==> src/design/lrt_pkg.sv <==
// Shared types, codes and defaults of the logistic-regression trainer.
// Used by the cell row, the sigmoid table and the top level; depends on nothing.
`default_nettype none

package lrt_pkg;

    localparam int MAX_FEATURES_DEF = 16;
    localparam int SIG_DEPTH_DEF    = 1024;

    localparam logic [1:0] REG_FEATURE_COUNT = 2'd0;
    localparam logic [1:0] REG_BATCH_SIZE    = 2'd1;
    localparam logic [1:0] REG_STEP_SIZE     = 2'd2;

    localparam logic KIND_WEIGHT  = 1'b0;
    localparam logic KIND_VERDICT = 1'b1;

    typedef enum logic [3:0] {
        ST_IDLE,
        ST_MUL,
        ST_ACC,
        ST_EVAL,
        ST_SIG,
        ST_ROM,
        ST_LAUNCH,
        ST_GRAD,
        ST_UMUL,
        ST_UABS,
        ST_UDIV,
        ST_UWR
    } t_state;

    typedef struct packed {
        logic               vld;
        logic signed [16:0] c;
    } t_tok;

    typedef struct packed {
        logic               x_we;
        logic [5:0]         x_sel;
        logic signed [15:0] x_val;
        logic               w_we;
        logic [5:0]         w_sel;
        logic signed [31:0] w_val;
        logic [5:0]         fcnt;
    } t_ctl;

endpackage

`default_nettype wire

==> src/design/lrt_cell.sv <==
// One cell of the weight row: a weight, its gradient sum and one buffered feature.
// Passes the gradient coefficient on to its neighbour; uses lrt_pkg.
`default_nettype none

module lrt_cell
    import lrt_pkg::*;
#(
    parameter int IDX = 0
) (
    input  wire logic               i_clk,
    input  wire logic               i_rst_n,
    input  wire t_ctl               i_ctl,
    input  wire t_tok               i_tok,
    output t_tok                    o_tok,
    output logic signed [31:0]      o_w,
    output logic signed [47:0]      o_g
);

    logic signed [31:0] r_w;
    logic signed [47:0] r_g;
    logic signed [15:0] r_x;
    t_tok               r_tok;
    logic signed [15:0] xv;
    logic signed [32:0] term;
    logic signed [48:0] sum;
    logic signed [47:0] sat;

    assign xv   = (IDX == 0) ? 16'sd4096 : r_x;
    assign term = i_tok.c * xv;
    assign sum  = 49'(r_g) + 49'(term);

    always_comb begin
        if (sum > 49'sh0_7FFF_FFFF_FFFF) begin
            sat = 48'sh7FFF_FFFF_FFFF;
        end else if (sum < -49'sh0_8000_0000_0000) begin
            sat = 48'sh8000_0000_0000;
        end else begin
            sat = sum[47:0];
        end
    end

    always_ff @(posedge i_clk) begin
        if (i_ctl.x_we && i_ctl.x_sel == 6'(IDX)) begin
            r_x <= i_ctl.x_val;
        end
    end

    always_ff @(posedge i_clk) begin
        if (!i_rst_n) begin
            r_w   <= '0;
            r_g   <= '0;
            r_tok <= '0;
        end else begin
            r_tok <= i_tok;
            if (i_ctl.w_we && i_ctl.w_sel == 6'(IDX)) begin
                r_w <= i_ctl.w_val;
                r_g <= '0;
            end else if (i_tok.vld && 6'(IDX) <= i_ctl.fcnt) begin
                r_g <= sat;
            end
        end
    end

    assign o_tok = r_tok;
    assign o_w   = r_w;
    assign o_g   = r_g;

endmodule

`default_nettype wire

==> config.mk <==
export PLATFORM = sky130hd
export DESIGN_NAME = lrt_cell
export DESIGN_NICKNAME = d
export VERILOG_FILES = /design/src/design/lrt_pkg.sv /design/src/design/lrt_cell.sv
export SDC_FILE = /design/constraint.sdc
export NUM_CORES = 1
export LEC_CHECK = 0
export BUFFER_PORTS_ARGS = -buffer_cell sky130_fd_sc_hd__buf_4
export CELL_PAD_IN_SITES_DETAIL_PLACEMENT = 0
export CELL_PAD_IN_SITES_GLOBAL_PLACEMENT = 2
export CORE_ASPECT_RATIO = 1.2
export CORE_MARGIN = 2
export CORE_UTILIZATION = 26
export CTS_CLUSTER_DIAMETER = 60
export DETAILED_ROUTE_END_ITERATION = 7
export PLACE_DENSITY_LB_ADDON = 0.25
export SETUP_SLACK_MARGIN = 0.15
export SKIP_CTS_REPAIR_TIMING = 1
export SLEW_MARGIN = 20
export SYNTH_ARGS = -nofsm -noshare
export SYNTH_HDL_FRONTEND = slang
export SYNTH_SLANG_ARGS = --single-unit
==> constraint.sdc <==
create_clock -name i_clk -period 2.9 [get_ports i_clk]
set_input_delay 0 -clock i_clk [delete_from_list [all_inputs] [get_ports i_clk]]
set_output_delay 0 -clock i_clk [all_outputs]
set_load 0.1 [all_outputs]
==> results of run 1 <==
==> synth_stat cells (3+ instances only) <==
master | number | area, sq um
nand3_1 | 7 | 35.0
o21bai_1 | 5 | 37.5
a21o_1 | 21 | 158
a31oi_1 | 30 | 188
and3_1 | 10 | 62.6
nor2_1 | 41 | 154
buf_4 | 13 | 97.6
a211oi_1 | 6 | 45.0
a211o_1 | 6 | 52.6
xnor2_1 | 19 | 166
o211ai_1 | 13 | 97.6
a31o_2 | 5 | 43.8
a21oi_1 | 51 | 255
nor4_1 | 3 | 18.8
nand2_1 | 119 | 447
ha_1 | 36 | 450
o21ai_0 | 73 | 365
xor2_1 | 12 | 105
or2_2 | 4 | 25.0
nand2b_1 | 7 | 43.8
buf_2 | 6 | 30.0
and2_1 | 24 | 150
nor2b_1 | 3 | 18.8
dfxtp_1 | 87 | 1740
clkbuf_1 | 35 | 131
nor3_1 | 9 | 45.0
a21boi_0 | 35 | 263
inv_1 | 11 | 41.3
nand4_1 | 5 | 31.3
==> area by class of cell <==
class	instances	area, sq um
fill	2229	12600
multi-input combinational	581	4050
timing repair buffer	281	2360
sequential	87	1840
tap	274	343
clock buffer	9	225
clock inverter	7	71.3
inverter	11	41.3
==> cell usage in the layout (no fill, tap or decap), types with 21 or more instances in the layout <==
| cell type | instances |
|---|---|
| dlygate4sd3_1 | 48 |
| dfxtp_1 | 52 |
| a31oi_1 | 28 |
| a21o_1 | 21 |
| nor2_1 | 41 |
| a21boi_0 | 34 |
| nand2_1 | 115 |
| dfxtp_4 | 23 |
| o21ai_0 | 58 |
| buf_4 | 222 |
| and2_1 | 24 |
| a21oi_1 | 45 |
==> worst max-delay path: stages, from the launching register on <==
cell	delay, ns
dfxtp_4	0.35
ha_2	0.37
and3_1	0.19
nand4_1	0.11
a21oi_2	0.19
o311ai_4	0.13
a2111o_1	0.45
a211o_4	0.39
nand3_4	0.17
buf_12	0.18
o211ai_1	0.10
a21oi_1	0.14
==> metal layers <==
metal | wire, um | global-route usage | share of wire | up-vias
met5 | 0 | 0 | 0 | -
met4 | 471 | 0.0536 | 0.024 | 0
met3 | 749 | 0.0306 | 0.037 | 27
met2 | 9820 | 0.280 | 0.49 | 136
met1 | 8930 | 0.199 | 0.45 | 2861
li1 | - | - | - | 3106
==> logic make-up after synthesis <==
logic type                 Yosys count
AOI/OAI and AO/OA                  273
xor gates and xnor gates            31
adders and majority gates           37
buffers and inverters               66
DFF                                 87
muxes                                2
and+or+nand+nor                    238
==> sequential cells by signal, indices dropped and copies added (netlist names) <==
signal  cells
o_w        32
o_g        37
o_tok      18
==> metrics by stage <==
stage,setup TNS (ns),std cells
after CTS,-0.135,1192
after floorplan,0,734
after global routing,-0.957,1250
after detailed placement,-0.000216,1176
final,0,1250
after global placement,-0.00263,1176
==> where the power goes <==
part,internal (W),switching [W]
logic,0.00124,0.00214
registers,0.00132,0.0000980
clock network,0.000612,0.000580
total,0.00318,0.00282
==> final timing paths <==
check | end | slack [ns] | depth (start not counted)
max | o_g[26] | 0.04 | 11
min | o_g[35] | 0.11 | 2
max reg2reg | o_g[26] | 0.04 | 11
min reg2reg | o_w[9] | 0.46 | 2
==> flow_summary.ini, run 1 <==
[critical_path]
criticalPathCategory = flop to flop
cp_max_fo = 18
cp-end-kind = flop
r2r_start = o_g[19]
worstPathArrival_ns = 3.14
cp.required_ns = 3.19
start_kind = flop
crit_path_start = o_g[19]

[yosys]
synth_xor_xnor_area_share = 0.0478
syn_inst = 734
synthArstFlopShare = 0
syn_nets = 859
synth_top_family_by_area = compound AO/OA/AOI/OAI gates
yosysWarnings = 0
synth.distinct_cells = 60
synth.avg_cell_area_sq_um = 7.74
synth_compound_area_frac = 0.314
synthMuxAreaShare = 0.00375
synth_edf_count = 0
synthFlopType = dfxtp_1
ys_seq_area_frac = 0.307
synth-simple-area-share = 0.190
synth-seq-cells = 87
synth_fa_ha_area_frac = 0.0828
netlist_area_sq_um = 5680

[sta]
finalWorstSetupSlack_ns = 0.0444
maxSlewViolCount = 0
worstMarginPinSlew_ns = 0.682
slew_headroom = 0.545
rsz0062_at_grt = yes
period_share = 0.985
fin_skew_ns = 0.0154
fmax_mhz = 350
finalSetupViolations = 0
hold_viol = 0
finalCriticalPeriod_ns = 2.86
hold_ws_ns = 0.106

[floorplan]
die_h_um = 166
core_sq_um = 21600
die_x_um = 139
rows = 59
io_pins = 186
die-area_sq_um = 23000
start_util = 0.263

[power_and_ir_drop]
peakVddDrop_uv = 303
total_power_w = 0.00600
p_leak_nw = 3.85
p_per_area_nw_per_um2 = 672

[worst_hold_path]
min_path_type = input pin to flop
min_from = i_tok[17]

[clock_tree]
clock-sinks = 87
cts_tree = built
clockBufferDepth = 2
clkTransAtPathRegs_ns = 0.08
cts.htree.levels = 3
clockRootBuffer = clkbuf_16
numCtsBuffers = 9
clk_latency_ns = 0.36

[final_layout]
syn_to_final_growth_pct = 57.3
final_nets = 1096
post-route-util = 0.415
diodes = 0
design_area_sq_um = 8940
final_layout_size_suffix_gt1_frac = 0.364

[job]
cap_violations = 0

[routing]
drt_first_pass_iters = 4
ant_nets = 0
wirelength_um = 20000
routed_via_density = 4.90
vias = 6130
wire_per_inst_um = 16.0
drtIter0Drc = 260
drc = 0

[placed_design]
place_congestion = 0.895
dpl_cell_area_sq_um = 7680
io_buffer_count = 156
dp.final_hpwl_um = 14500
post-place-ws_ns = -0.000216

[global_routing]
grt_pass1_wl_um = 30300
grt_antenna_before_repair = 0
grt_max_degree = 53
grt_pass1_vias = 5708
overflow = 0
grtUsageTotal = 0.161

[outcome]
status = finished clean
Note: power is estimated with default switching activity, not from simulation.
==> run 2: changes to the inputs <==
--- a/config.mk
+++ b/config.mk
@@ -8,7 +8,6 @@
 export BUFFER_PORTS_ARGS = -buffer_cell sky130_fd_sc_hd__buf_4
 export CELL_PAD_IN_SITES_DETAIL_PLACEMENT = 0
 export CELL_PAD_IN_SITES_GLOBAL_PLACEMENT = 2
-export CORE_ASPECT_RATIO = 1.2
 export CORE_MARGIN = 2
 export CORE_UTILIZATION = 26
 export CTS_CLUSTER_DIAMETER = 60
==> run 2 against run 1 <==
Against the previous run:
- final area is 0.87% lower
- sequential cell count stayed put
- first-iteration DRC count is 12% lower
- core utilization is 0.48 points lower
- setup slack worse by 0.024 ns
- die area hardly changed
- final cell count is 0.16% lower
- power is 0.26% higher
- sequential share of layout area is 0.18 points higher
- global-route usage is 0.61 points higher
- hold slack better by 0.013 ns
- largest power group unchanged
- highest routed layer unchanged
==> flow_summary.ini, run 2 (same netlist as run 1, synthesis figures left out) <==
[sta]
finalWorstSetupSlack_ns = 0.0200
fin_skew_ns = 0.0122
fmax_mhz = 347
hold_viol = 0
slew_headroom = 0.564
worstMarginPinSlew_ns = 0.654
period_share = 0.993
finalCriticalPeriod_ns = 2.88
maxSlewViolCount = 0
finalSetupViolations = 0
rsz0062_at_grt = yes

[floorplan]
die-area_sq_um = 23000
rows = 54
die_h_um = 152
start_util = 0.263
core_sq_um = 21600
io_pins = 186
die_x_um = 152

[placed_design]
io_buffer_count = 156
place_congestion = 0.880
dp.final_hpwl_um = 14900
post-place-ws_ns = -0.0554

[critical_path]
ff2ff_path_depth = 12
start_kind = flop
cp.required_ns = 3.13
reg2reg_slack_ns = 0.02
r2r_start = o_g[16]
crit_path_start = o_g[16]
cp_max_fo = 6
criticalPathCategory = flop to flop
cp-endpoint = o_g[12]
worstPathArrival_ns = 3.11
reg2reg_to = o_g[12]
cp-end-kind = flop

[final_layout]
largest_reg_flops = 37
final_cell_mix = 212 x buf_4, 117 x nand2_1, 57 x o21ai_0
post-route-util = 0.410
syn_to_final_growth_pct = 56.0
final_nets = 1088
final_layout_size_suffix_gt1_frac = 0.350
final_common_cell = buf_4
diodes = 0

[clock_tree]
clock-sinks = 87
clockBufferDepth = 2
clkTransAtPathRegs_ns = 0.08
clk_latency_ns = 0.36
cts.htree.levels = 3
clockRootBuffer = clkbuf_16
cts_tree = built
numCtsBuffers = 9

[power_and_ir_drop]
seqPwrFrac = 0.237
p_per_area_nw_per_um2 = 679
peakVddDrop_uv = 310
clkPwrFrac = 0.207
comb_power_share = 0.556
power.internal_w = 0.00315
p_leak_nw = 3.79
p_sw_w = 0.00287
switching_share = 0.476

[global_routing]
overflow = 0
grt_pass1_wl_um = 30000
grt_max_degree = 53
grt_pass1_vias = 5701
grtUsageTotal = 0.167
grt_antenna_before_repair = 0

[worst_hold_path]
whs_path_depth = 3
min_path_type = input pin to flop

[outcome]
status = finished clean

[job]
cap_violations = 0

[routing]
vias = 6154
drt_first_pass_iters = 5
wire_per_inst_um = 16.4
ant_nets = 0
routed_via_density = 4.93
drc = 0
wirelength_um = 20500
drtIter0Drc = 229
==> run 2: cell count changes in the layout (fill, tap and decap cells not counted), moves of 4 or more <==
cell     previous run  this run
o21ai_1             8        15
buf_4             222       212
o21ai_2             7         1
buf_12              6         2
buf_8               0         4
==> run 2: worst max-delay path: stages, from the launching register on <==
cell,delay [ns]
dfxtp_4,0.35
ha_1,0.19
a21o_1,0.20
a211o_1,0.23
o21a_4,0.23
a221oi_4,0.36
nor4_4,0.09
o41ai_4,0.36
buf_6,0.21
buf_8,0.14
a21oi_2,0.04
a31oi_2,0.23
a31oi_1,0.11
==> run 2: metrics by stage <==
| stage | TNS (ns) | power [W] | area, sq um | hold WS (ns) | instances |
|---|---|---|---|---|---|
| after floorplan | 0 | 0.00365 | 5860 | 0.122 | 734 |
| after global placement | -0.255 | 0.00440 | 7540 | 0.224 | 1171 |
| after detailed placement | -0.428 | 0.00441 | 7540 | 0.226 | 1171 |
| after CTS | -1.38 | 0.00569 | 7850 | -0.155 | 1187 |
| after global routing | -2.32 | 0.00638 | 8860 | 0.145 | 1248 |
| final | 0 | 0.00602 | 8860 | 0.119 | 1248 |
==> run 2: how the worst min path moves through the flow <==
stage	from	end
2_1_floorplan	i_tok[1]	o_tok[1]
3_3_place_gp	i_tok[3]	o_tok[3]
3_5_place_dp	i_tok[10]	o_tok[10]
4_1_cts	i_tok[10]	o_tok[10]
5_1_grt	i_tok[17]	o_g[26]
6_report	i_tok[17]	o_g[25]
==> run 2: power groups by stage <==
stage	clock [W]	sequential [W]	combinational (W)
after floorplan	0	0.00217	0.00148
after global placement	0	0.00144	0.00296
after detailed placement	0	0.00145	0.00297
after CTS	0.00129	0.00142	0.00298
after global routing	0.00134	0.00145	0.00359
final	0.00124	0.00143	0.00334
==> run 2: area by class of cell <==
type	instances	area (sq um)
Clock inverter	7	86.3
Timing Repair Buffer	273	2280
Clock buffer	9	225
Sequential cell	87	1840
Multi-Input combinational cell	581	4030
Fill cell	2200	12800
Inverter	11	41.3
Tap cell	280	350
==> run 2: layer usage <==
metal	routed length, um	part of all wire	track usage
met1	9610	0.47	0.222
met2	9480	0.46	0.279
met3	1150	0.056	0.0329
met4	232	0.011	0.0394
met5	0	0	0
==> run 3: changes to the inputs <==
--- a/config.mk
+++ b/config.mk
@@ -5,11 +5,12 @@
 export SDC_FILE = /design/constraint.sdc
 export NUM_CORES = 1
 export LEC_CHECK = 0
+export ABC_AREA = 1
 export BUFFER_PORTS_ARGS = -buffer_cell sky130_fd_sc_hd__buf_4
 export CELL_PAD_IN_SITES_DETAIL_PLACEMENT = 0
 export CELL_PAD_IN_SITES_GLOBAL_PLACEMENT = 2
 export CORE_MARGIN = 2
-export CORE_UTILIZATION = 26
+export CORE_UTILIZATION = 24
 export CTS_CLUSTER_DIAMETER = 60
 export DETAILED_ROUTE_END_ITERATION = 7
 export PLACE_DENSITY_LB_ADDON = 0.25
==> run 3 against run 2 <==
Against the previous run:
- clock skew decreased by 0.0011 ns
- setup slack improved by 0.33 ns
- first-iteration DRC count increased by 3.9%
- routed wire length decreased by 6.9%
- sequential power decreased by 3%
- register-to-register slack improved by 0.33 ns
- final area decreased by 12%
- clock-buffer cell count unchanged
- synthesized area decreased by 2.8%
- critical path type unchanged
- largest cell class unchanged
==> flow_summary.ini, run 3 <==
[floorplan]
core_sq_um = 22600
die-area_sq_um = 24200
die_h_um = 156
start_util = 0.244
rows = 55
io_pins = 186
die_x_um = 156

[placed_design]
dp.final_hpwl_um = 14500
io_buffer_count = 156
place_congestion = 0.803

[worst_hold_path]
min_path_type = input pin to flop
whs_endpoint = o_tok[16]
whs_path_depth = 3
min_from = i_tok[16]

[sta]
tns_ns = 0
period_share = 0.879
hold_ws_ns = 0.0456
rsz0062_at_grt = yes
finalSetupViolations = 0
hold_viol = 0
maxSlewViolCount = 0
fmax_mhz = 392
slew_headroom = 0.653
worstMarginPinSlew_ns = 0.521
finalCriticalPeriod_ns = 2.55
fin_skew_ns = 0.0111

[yosys]
yosys.area.top_type_share = 0.316
synth.distinct_cells = 34
synthArstFlopShare = 0
yosysTopAreaCell = dfxtp_1
synth_edf_count = 0
synth.top_cells.by_area = dfxtp_1 32%, nand2_1 15%, ha_1 8.2%, nor2_1 7.8%, o21ai_0 7.3%
netlist_area_sq_um = 5520
synth.avg_cell_area_sq_um = 6.63
synthFlopType = dfxtp_1
ys_seq_area_frac = 0.316
synth-seq-cells = 87
syn_inst = 832
syn_nets = 957
yosysWarnings = 0
yosysMostFrequentCell = nand2_1
synth_common_cells = 224 x nand2_1, 114 x nor2_1, 87 x dfxtp_1

[global_routing]
grt_max_degree = 52
overflow = 0
grt_pass1_vias = 5251
grt_antenna_before_repair = 0
grtUsageTotal = 0.151
grt_pass1_wl_um = 29000

[routing]
ant_nets = 0
drc = 0
vias = 5737
wire_per_inst_um = 14.6
routed_via_density = 4.38
drtIter0Drc = 238
drt_first_pass_iters = 5
wirelength_um = 19100

[final_layout]
fill_cells = 2506
final_nets = 1144
final_common_cell = nand2_1
diodes = 0
final_layout_size_suffix_gt1_frac = 0.233
largest_reg_flops = 37
final_cell_mix = 221 x nand2_1, 160 x buf_4, 113 x nor2_1
syn_to_final_growth_pct = 40.5

[clock_tree]
clockRootBuffer = clkbuf_16
clk_latency_ns = 0.35
clock-sinks = 87
numCtsBuffers = 9
cts_tree = built
clkTransAtPathRegs_ns = 0.07
cts.htree.levels = 3
clockBufferDepth = 2

[power_and_ir_drop]
switching_share = 0.471
p_sw_w = 0.00247
seqPwrFrac = 0.263
clkPwrFrac = 0.253
p_leak_nw = 3.87
p_per_area_nw_per_um2 = 677
peakVddDrop_uv = 232
comb_power_share = 0.484
power.internal_w = 0.00278

[critical_path]
reg2reg_slack_ns = 0.35
reg2reg_to = o_g[19]
ff2ff_path_depth = 13
criticalPathCategory = flop to flop
cp-end-kind = flop
worstPathArrival_ns = 2.78
start_kind = flop
r2r_start = o_g[12]
cp_max_fo = 16
cp.required_ns = 3.13

[job]
cap_violations = 0

[outcome]
status = finished clean
run 3: logic make-up after synthesis:
family | count (synthesis) | synth area share
compound gates | 172 | 0.174
xor+xnor | 21 | 0.0333
fa+ha+maj | 37 | 0.0852
buf+inv | 117 | 0.0954
flops | 87 | 0.316
simple gates | 398 | 0.296
run 3: layer usage:
layer | share of wire | vias to the layer above | track usage
met4 | 0.0091 | 0 | 0.0367
met3 | 0.046 | 13 | 0.0250
met2 | 0.45 | 127 | 0.248
li1 | - | 3039 | -
met1 | 0.49 | 2558 | 0.207
met5 | 0 | - | 0
run 3: stage by stage:
stage | total power (W) | setup slack, ns | std cells | area [sq um] | utilization
2_1_floorplan | 0.00333 | 0.153 | 832 | 5540 | -
3_3_place_gp | 0.00390 | 0.230 | 1245 | 6920 | 0.306
3_5_place_dp | 0.00389 | 0.227 | 1245 | 6920 | 0.306
4_1_cts | 0.00526 | 0.201 | 1261 | 7250 | 0.320
5_1_grt | 0.00557 | 0.130 | 1309 | 7750 | 0.342
6_report | 0.00525 | 0.350 | 1309 | 7750 | 0.342
run 3: layout make-up:
cell class	instances	area, sq um	share of cell area
Clock buffer	9	225	0.0290
Inverter	81	304	0.0392
Clock inverter	7	104	0.0134
Sequential cell	87	1760	0.228
Tap cell	285	357	0.0460
Timing Repair Buffer	212	1740	0.224
Multi-Input combinational cell	628	3260	0.421
run 3: critical path: stages, from the launching register on:
cell and delay [ns]:
dfxtp_2 0.34, ha_1 0.21, inv_1 0.11, fa_1 0.41, nand3b_1 0.18, nand2_2 0.14, nand4_1 0.13, nand3_2 0.16
nand2_2 0.08, nand3_1 0.11, nand2_2 0.08, a21oi_4 0.17, buf_6 0.21, a21oi_1 0.09
run 3: power by group through the flow:
| stage | clock network, W | logic, W | registers [W] |
|---|---|---|---|
| floorplan | 0 | 0.00124 | 0.00209 |
| global placement | 0 | 0.00249 | 0.00141 |
| detailed placement | 0 | 0.00248 | 0.00141 |
| CTS | 0.00138 | 0.00249 | 0.00139 |
| global route | 0.00143 | 0.00275 | 0.00140 |
| finish | 0.00133 | 0.00254 | 0.00138 |
run 3: worst max-delay path by stage:
stage,from,endpoint,slack [ns]
2_1_floorplan,o_g[28],o_g[39],0.15
3_3_place_gp,o_g[12],o_g[42],0.23
3_5_place_dp,o_g[12],o_g[23],0.23
4_1_cts,o_g[12],o_g[19],0.20
5_1_grt,o_g[12],o_g[42],0.13
6_report,o_g[12],o_g[19],0.35
